### config.mk
export PLATFORM = sky130hd
export DESIGN_NAME = fed_merge
export DESIGN_NICKNAME = d
export VERILOG_FILES = /design/src/fed_pkg.sv /design/src/fed_merge.sv
export SDC_FILE = /design/constraint.sdc
export NUM_CORES = 1
export LEC_CHECK = 0
export CORE_UTILIZATION = 50
export CTS_BUF_LIST = sky130_fd_sc_hd__clkbuf_2 sky130_fd_sc_hd__clkbuf_4 sky130_fd_sc_hd__clkbuf_8
export CTS_CLUSTER_DIAMETER = 60
export DETAILED_ROUTE_END_ITERATION = 10
export DONT_BUFFER_PORTS = 1
export PLACE_DENSITY_LB_ADDON = 0.08
export REMOVE_ABC_BUFFERS = 1
export SETUP_SLACK_MARGIN = 0.2
export SLEW_MARGIN = 20
export SYNTH_ARGS = -nofsm -noshare
export SYNTH_HDL_FRONTEND = slang
export SYNTH_SLANG_ARGS = --single-unit
### constraint.sdc
create_clock -name clk -period 9.8 [get_ports clk]
set_input_delay 1.47 -clock clk [delete_from_list [all_inputs] [get_ports clk]]
set_output_delay 1.47 -clock clk [all_outputs]
set_load 0.1 [all_outputs]
### src/fed_pkg.sv
package fed_pkg;

  localparam int MAX_DELAY_DEF   = 65536;
  localparam int SAMPLE_BITS_DEF = 16;

  localparam int DL_W       = 17;
  localparam int GAIN_W     = 16;
  localparam int CFG_IDX_W  = 2;
  localparam int CFG_DATA_W = 17;

  localparam logic [DL_W-1:0]   DL_RESET   = DL_W'(14400);
  localparam logic [GAIN_W-1:0] GAIN_RESET = GAIN_W'(29491);
  localparam logic [GAIN_W-1:0] GAIN_ONE   = GAIN_W'(32768);

  // Q1.15 rounding
  localparam int FRAC_BITS = 15;

  // output buffer depth
  localparam int OUT_DEPTH = 3;

  typedef enum logic [CFG_IDX_W-1:0] {
    REG_DELAY_LENGTH = 2'd0,
    REG_FADE_GAIN    = 2'd1,
    REG_BYPASS       = 2'd2
  } cfg_reg_e;

  typedef struct packed {
    logic issue;   // item enters the lane, read echo at addr
    logic write;   // item updates the store (not bypass)
    logic clear;   // clearing sweep writes zero at addr
  } lane_ctl_t;

endpackage

### src/fed_merge.sv
module fed_merge import fed_pkg::*; #(
  parameter int SAMPLE_BITS = SAMPLE_BITS_DEF,
  localparam int TDATA_W = ((2 * SAMPLE_BITS + 7) / 8) * 8
) (
  input  logic                   clk,
  input  logic                   rst,
  input  logic                   push,
  input  logic [SAMPLE_BITS-1:0] left,
  input  logic [SAMPLE_BITS-1:0] right,
  output logic                   room,
  output logic                   m_axis_tvalid,
  input  logic                   m_axis_tready,
  output logic [TDATA_W-1:0]     m_axis_tdata   // left_out, right_out
);

  localparam int EW    = 2 * SAMPLE_BITS;
  localparam int PTR_W = $clog2(OUT_DEPTH);
  localparam int CNT_W = $clog2(OUT_DEPTH + 1);

  logic [EW-1:0]    buf_mem [OUT_DEPTH];
  logic [PTR_W-1:0] wr_ptr;
  logic [PTR_W-1:0] rd_ptr;
  logic [CNT_W-1:0] count;
  logic             pop;

  assign pop           = m_axis_tvalid && m_axis_tready;
  assign m_axis_tvalid = (count != '0);
  assign m_axis_tdata  = TDATA_W'(buf_mem[rd_ptr]);
  // an item in the lanes will land here next cycle
  assign room = ((CNT_W+1)'(count) + (CNT_W+1)'(push)) < (CNT_W+1)'(OUT_DEPTH);

  always_ff @(posedge clk) begin
    if (push) begin
      buf_mem[wr_ptr] <= {right, left};
    end
  end

  always_ff @(posedge clk) begin
    if (rst) begin
      wr_ptr <= '0;
      rd_ptr <= '0;
      count  <= '0;
    end else begin
      if (push) begin
        wr_ptr <= (wr_ptr == PTR_W'(OUT_DEPTH - 1)) ? '0 : wr_ptr + 1'b1;
      end
      if (pop) begin
        rd_ptr <= (rd_ptr == PTR_W'(OUT_DEPTH - 1)) ? '0 : rd_ptr + 1'b1;
      end
      count <= count + CNT_W'(push) - CNT_W'(pop);
    end
  end

endmodule

==> flow_summary.ini, run 1 <==
[clock_tree]
clockRootBuffer = clkbuf_8
cts_setup_buffers = 0
tritoncts = yes
clock_path_buffers = 2
clkLatencyLatePin_ps = 350
clock_sinks = 104
clk_pin_slew_ps = 90
htreeDepth = 3
numCtsBuffers = 9
cts-resized-gates = 0
ctsHoldBuffers = 0

[global_routing]
gr-usage-met1_pct = 17.82
met3_usage_pct = 8.586
track_usage_pct = 15.67
grt_pass1_vias = 1900
antenna_found_initial = 0
grt_pass1_wl_microns = 9473
met2_usage_pct = 25.00
gr-total-overflow = 0
busiest_layer = met2
grt_max_degree = 65

[worst_setup_path]
crit_fanout = 7
reg2reg_depth = 2
cp-end-kind = output port
required_ps = 8330
startpoint_type = input pin
path_class = in2out
crit_arrival_ps = 2810

[logic_synthesis]
synthCells = 244
yosys-top-cells-count = 96 x edfxtp_1, 36 x nand2_1, 33 x o21ai_0, 32 x mux2i_1, 8 x dfxtp_1
synth_edf_count = 96
synth-async-reset-ratio_pct = 0
syn_area_per_cell_sq_um = 16.04
yosys.area.top_type = edfxtp_1
synth_area_leaders = edfxtp_1 74%, mux2i_1 8.2%, o21ai_0 4.2%
synthesis.area_sq_um = 3914
synth-warning-count = 0
synthFlopType = edfxtp_1
seq_area_frac_synth_pct = 77.75
synth.most_common_cell = edfxtp_1
yosysTopAreaCellShare_pct = 73.66
synth_cell_types = 21
ys_ff_latch = 104

[placed_design]
dp_hpwl_microns = 3509
io_buffers = 0
gp_congestion = 0.6973
pre_cts_ws_ps = 5507

[sta]
period_minus_slack_ps = 4284
tightest_slew_ps = 1176
hold_viol = 0
hold_slack_ps = 490.9
fin_ws_ps = 5516
slew_viol_final = 0
maxClockFrequency_mhz = 233.4
relSlewSlack_pct = 21.61
finalSetupTns_ps = 0
rsz0062_at_grt = false
fin_skew_ps = 4.282
setup_viol = 0
period_share_pct = 43.71

[power]
ir_drop_mv = 0.1318
power_density_nw_per_um2 = 225.2
p_leak_nw = 1.342

[worst_hold_path]
worstHoldPathType = reg2reg
min_path_cells = 2

[floorplanning]
ioPinCount = 70
initial_core_util_pct = 52.83
core_area_sq_um = 7408
fp-row-count = 31
die_h_microns = 90.48
die_w_microns = 90.48
die-area_sq_um = 8186

[route]
wirelength_microns = 6048
antenna_left = 0
via_per_inst = 5.424
route.detailed.drc = 0
first_pass_iters = 4
wl_per_cell_microns = 17.43
vias = 1882
drt_iter0_markers = 98

[final_layout]
antennaDiodeCount = 0
layout.nets = 283
area_growth_pct = 11.44
fin_util_pct = 58.88
drive_above_1_share_pct = 22.98
fill_cells = 568

[status]
outcome = finished, final reports clean

[run]
maxCapViolCount = 0
critical path: stages:
cell,delay [ps]
ha_1,180
ha_1,280
a21oi_2,880
state kept, by name, indices dropped and copies added, names as in the netlist, named ones only:
| register | cells |
|---|---|
| buf_mem | 96 |
| wr_ptr | 2 |
| count | 2 |
| rd_ptr | 2 |
report_power, final:
part           switching (W)  internal (W)
logic               0.000142     0.0000204
clock network       0.000135      0.000167
registers          0.0000125      0.000505
total               0.000289      0.000693
cell type report:
type	instances	area (sq um)	area share, %
clock buffers	9	123.9	2.840
clock inverters	6	108.9	2.496
inverters	2	7.507	0.1721
multi-input cells	126	942.2	21.60
flip-flops and latches	104	3048	69.88
well taps	99	123.9	2.840
repair buffers	1	7.507	0.1721
cell families after synthesis:
logic type | count (synthesis) | synth area share [%]
simple gates | 48 | 5.115
buf+inv | 14 | 2.014
flops | 104 | 77.75
compound gates | 41 | 5.403
mux | 34 | 8.760
fa+ha+maj | 3 | 0.9592
per-stage QoR:
| step | power, W | instance area, sq um | std cells |
|---|---|---|---|
| 2_1_floorplan | 0.0006697 | 3842 | 232 |
| 6_report | 0.0009823 | 4362 | 347 |
| 3_5_place_dp | 0.0006922 | 4129 | 332 |
| 4_1_cts | 0.0009899 | 4362 | 347 |
| 5_1_grt | 0.001012 | 4362 | 347 |
| 3_3_place_gp | 0.0006907 | 4123 | 332 |
path summary, 6_finish.rpt:
kind                                              from                       to  slack [ps]
worst max-delay path                              push                     room        5520
worst min-delay path            rd_ptr[0]$_SDFFE_PP0P_                 register         490
worst max register to register  wr_ptr[1]$_SDFFE_PP0P_  buf_mem[0][8]$_DFFE_PP_        7970
worst min register to register  rd_ptr[0]$_SDFFE_PP0P_                 register         490
routing by layer:
layer	share of wire [%]	wire length, microns
met1	41	2470
met2	49	2949
met3	9.3	564
met4	1.0	63
met5	0	0
cell usage in the layout, fill, tap and decap left out, drive strengths merged, types with 2 or more instances in the layout:
cell type | netlist | layout
mux2 | 2 | 2
clkbuf | 6 | 9
nor2 | 5 | 5
nor2b | 2 | 2
o21ai | 34 | 34
ha | 3 | 3
inv | 2 | 2
mux2i | 32 | 32
bufinv | 0 | 3
a21oi | 6 | 6
edfxtp | 96 | 96
dfxtp | 8 | 8
clkinvlp | 0 | 2
nand2 | 36 | 36
No activity file was read; power rests on OpenSTA's default activity.
==> inputs of run 2 (changes only) <==
- clock period: 9.8 -> 3.7 ns (I/O delays scaled with it)
==> flow_summary.ini, run 2 (synthesized netlist as in run 1, its figures left out) <==
[power]
ir_drop_mv = 0.2674
finalPower_w = 0.002535
p_leak_nw = 1.444
power_density_nw_per_um2 = 563.1

[status]
outcome = finished, final reports clean

[route]
wl_per_cell_microns = 16.05
vias = 1901
route.detailed.drc = 0
first_pass_iters = 4
wirelength_microns = 5953
via_per_inst = 5.124
drt_iter0_markers = 98
antenna_left = 0

[worst_hold_path]
min_path_cells = 1
worstHoldPathType = in2reg
holdCritStartpoint = rst

[clock_tree]
clkLatencyLatePin_ps = 350
numCtsBuffers = 9
clk_pin_slew_ps = 90
clock_sinks = 104
tritoncts = yes
htreeDepth = 3
ctsHoldBuffers = 0
cts_setup_buffers = 0
clock_path_buffers = 2
cts-resized-gates = 0
clockRootBuffer = clkbuf_8

[placed_design]
io_buffers = 0
gp_congestion = 0.6995
dp_hpwl_microns = 3528

[final_layout]
fin_util_pct = 60.77
area_growth_pct = 15.03
fill_cells = 570
mostFrequentLayoutCell = edfxtp_1
largest_register = buf_mem
layout_common_cells = 96 x edfxtp_1, 36 x nand2_1, 33 x o21ai_2
largest_reg_flops = 96
layout.nets = 306
drive_above_1_share_pct = 30.15
antennaDiodeCount = 0

[sta]
period_minus_slack_ps = 2766
tightest_slew_ps = 1097
relSlewSlack_pct = 26.88
maxClockFrequency_mhz = 361.5
slew_viol_final = 0
setup_viol = 0
hold_viol = 0
rsz0062_at_grt = false
period_share_pct = 74.76
fin_skew_ps = 5.986

[worst_setup_path]
reg2reg_depth = 2
r2r-end = buf_mem[1][19]$_DFFE_PP_
rrSetupSlack_ps = 1980
crit_chain = mux2i_1 > o21ai_2
r2r_start = wr_ptr[0]$_SDFFE_PP0P_
cpMaxStageDelayCell = o21ai_2
crit_path_max_incr_delay_ps = 860
crit_fanout = 22
cp-end-kind = output port
startpoint_type = register
required_ps = 3140
critPathBufInv = 0
crit_family = compound AO/OA/AOI/OAI gates
crit_arrival_ps = 2210
path_class = reg2out
cp_num_cells = 2

[floorplanning]
die_h_microns = 90.48
core_area_sq_um = 7408
die_w_microns = 90.48
ioPinCount = 70
die-area_sq_um = 8186
initial_core_util_pct = 52.83
fp-row-count = 31

[global_routing]
grt_max_degree = 65
gr-total-overflow = 0
track_usage_pct = 15.92
grt_pass1_wl_microns = 9701
grt_pass1_vias = 1909
antenna_found_initial = 0

[run]
maxCapViolCount = 0
[run 2: changes by cell type in the layout (fill, tap and decap cells not counted), sizes merged]
cell    before  now
buf          1   24
bufinv       3    1
clkbuf       9   11
clkinv       1    2
[run 2: cell type report]
| class | instances | area (sq um) | share of cell area (%) |
|---|---|---|---|
| Clock inverter | 5 | 55.05 | 1.223 |
| Clock buffer | 11 | 151.4 | 3.363 |
| Tap cell | 99 | 123.9 | 2.752 |
| Inverter | 2 | 7.507 | 0.1668 |
| Sequential cell | 104 | 3048 | 67.70 |
| Timing Repair Buffer | 24 | 180.2 | 4.002 |
| Multi-Input combinational cell | 126 | 935.9 | 20.79 |
[run 2: power breakdown]
part | switching (W) | total, W | internal [W]
clock network | 0.000354 | 0.000702 | 0.000347
registers | 0.0000277 | 0.00137 | 0.00134
logic | 0.000382 | 0.000468 | 0.0000852
total | 0.000764 | 0.00254 | 0.00177
[run 2: worst register-to-register path: stages, from the launching register on]
cell and delay [ps]:
dfxtp_1 430, nand2_1 130, nor2_4 770
[run 2: worst max-delay path by stage]
stage	from	end	slack [ps]
6_report	register	m_axis_tdata[31]	930
5_1_grt	register	m_axis_tdata[13]	770
4_1_cts	register	m_axis_tdata[31]	850
3_5_place_dp	register	m_axis_tdata[31]	1250
3_3_place_gp	register	m_axis_tdata[1]	1300
2_1_floorplan	register	m_axis_tdata[0]	-440
[run 2: routing by layer]
layer,share of wire (%),global-route usage [%],vias to the layer above
met5,0,0,-
li1,-,-,962
met2,46,24.56,57
met3,8.6,7.239,6
met4,1.0,6.048,0
met1,44,19.65,876
[run 2: stage by stage]
| step | setup WS, ps | std cells | setup TNS, ps | hold WS, ps | area (sq um) |
|---|---|---|---|---|---|
| final | 933.8 | 371 | 0 | 265.7 | 4502 |
| after global routing | 774.5 | 371 | 0 | 236.7 | 4502 |
| after CTS | 853.1 | 371 | 0 | 241.2 | 4502 |
| after detailed placement | 1251 | 355 | 0 | 468.9 | 4295 |
| after global placement | 1303 | 355 | 0 | 465.6 | 4295 |
| after floorplan | -439.9 | 232 | -14080 | 456.0 | 3842 |
==> inputs of run 3 (changes only) <==
- clock period: 3.7 -> 2.6 ns (I/O delays scaled with it)
==> flow_summary.ini, run 3 (synthesized netlist as in run 1, its figures left out) <==
[final_layout]
mostFrequentLayoutCell = edfxtp_1
layout_common_cells = 96 x edfxtp_1, 38 x buf_4, 36 x nand2_1
fill_cells = 551
multi_input_area_sq_um = 935.9
area_growth_pct = 19.25
drive_above_1_share_pct = 34.26
layout.nets = 323
largest_reg_flops = 96
antennaDiodeCount = 0
regArea_sq_um = 3050
largest_register = buf_mem

[route]
route.detailed.drc = 0
wirelength_microns = 6482
vias = 2044
antenna_left = 0
wl_per_cell_microns = 16.71
drt_iter0_markers = 94
first_pass_iters = 4
via_per_inst = 5.268

[placed_design]
gp_congestion = 0.6687
dp_hpwl_microns = 3871
pre_cts_ws_ps = 629.3
io_buffers = 0

[clock_tree]
ctsHoldBuffers = 0
clockRootBuffer = clkbuf_8
clk_pin_slew_ps = 100
clock_path_buffers = 2
clkLatencyLatePin_ps = 350
htreeDepth = 3
tritoncts = yes
numCtsBuffers = 9
clock_sinks = 104

[power]
power_density_nw_per_um2 = 781.3
p_leak_nw = 1.538
finalPower_w = 0.003646
ir_drop_mv = 0.4411

[global_routing]
grt_max_degree = 50
antenna_found_initial = 0
track_usage_pct = 16.98
grt_pass1_wl_microns = 10410
gr-total-overflow = 0
grt_pass1_vias = 2094

[worst_setup_path]
crit_arrival_ps = 1760
required_ps = 2210
critPathBufInv = 2
crit_family = flip-flops
crit_path_frequent_cell = buf_4
cpMaxStageDelayCell = dfxtp_4
crit_chain = buf_4 > mux2i_1 > o21ai_2 > buf_4
crit_fanout = 15
path_class = reg2out
cp-end-kind = output port
startpoint_type = register
crit_path_max_incr_delay_ps = 530

[floorplanning]
die_w_microns = 90.48
initial_core_util_pct = 52.83
die-area_sq_um = 8186
core_area_sq_um = 7408
fp-row-count = 31
die_h_microns = 90.48
ioPinCount = 70

[sta]
period_share_pct = 82.82
hold_slack_ps = 90.49
tightest_slew_ps = 509.1
setup_viol = 0
fin_ws_ps = 446.8
hold_viol = 0
period_minus_slack_ps = 2153
rsz0062_at_grt = false
maxClockFrequency_mhz = 464.4
slew_viol_final = 0
fin_skew_ps = 6.931
relSlewSlack_pct = 66.26

[worst_hold_path]
worstHoldPathType = in2reg

[status]
outcome = finished, final reports clean

[run]
maxCapViolCount = 0
[run 3: changes by cell type in the layout (fill, tap and decap cells not counted)]
cell        before  now
clkbuf_8        11    9
dfxtp_4          1    2
dfxtp_2          1    0
buf_4           24   38
clkinvlp_4       2    1
clkinv_4         0    2
inv_8            0    1
buf_12           0    3
clkinv_2         2    1
inv_6            0    1
[run 3: layout make-up]
type	instances	share of cell area, %
clock inverters	7	1.716
repair buffers	41	7.399
multi-input cells	126	20.05
flip-flops and latches	104	65.36
inverters	2	0.1609
well taps	99	2.654
clock buffers	9	2.654
[run 3: final timing paths]
check                                            start                  endpoint  slack [ps]  cells after the start
worst max-delay path                          register          m_axis_tdata[18]         450                      4
worst min-delay path                               rst                  register          90                      1
worst max register to register  wr_ptr[1]$_SDFFE_PP0P_  buf_mem[2][11]$_DFFE_PP_        1090                      3
worst min register to register  rd_ptr[0]$_SDFFE_PP0P_    rd_ptr[0]$_SDFFE_PP0P_         490                      2
[run 3: where the power goes]
part	leakage [nW]	total, W	switching [W]	internal (W)
clock network	0.102	0.000996	0.000539	0.000457
registers	0.955	0.00193	0.0000309	0.00190
logic	0.481	0.000716	0.000562	0.000154
total	1.54	0.00365	0.00113	0.00251
[run 3: worst reg2reg max path, stage by stage, from the launching register on]
cell	delay, ps
dfxtp_1	450
nand2_1	130
nor2_4	180
buf_4	410
[run 3: what timing repair did]
item | 4_1_cts | 5_1_grt
resized for setup | 0 | 1
setup endpoints to repair | 0 | 9
buffers inserted | 0 | 1
[run 3: stage by stage]
stage	cells	utilization, %	setup TNS, ps	area (sq um)
floorplan	232	-	-66400	3842
global route	388	63.00	0	4667
detailed placement	371	59.94	0	4441
global placement	371	59.94	0	4441
CTS	387	62.69	0	4644
finish	388	63.00	0	4667
[run 3: layer usage]
layer / vias up / global-route usage (%) / wire, microns
met3: 8 / 6.566 / 490
met1: 989 / 20.42 / 2815
met4: 0 / 8.333 / 94
met2: 55 / 26.77 / 3081
met5: - / 0 / 0
li1: 992 / - / -
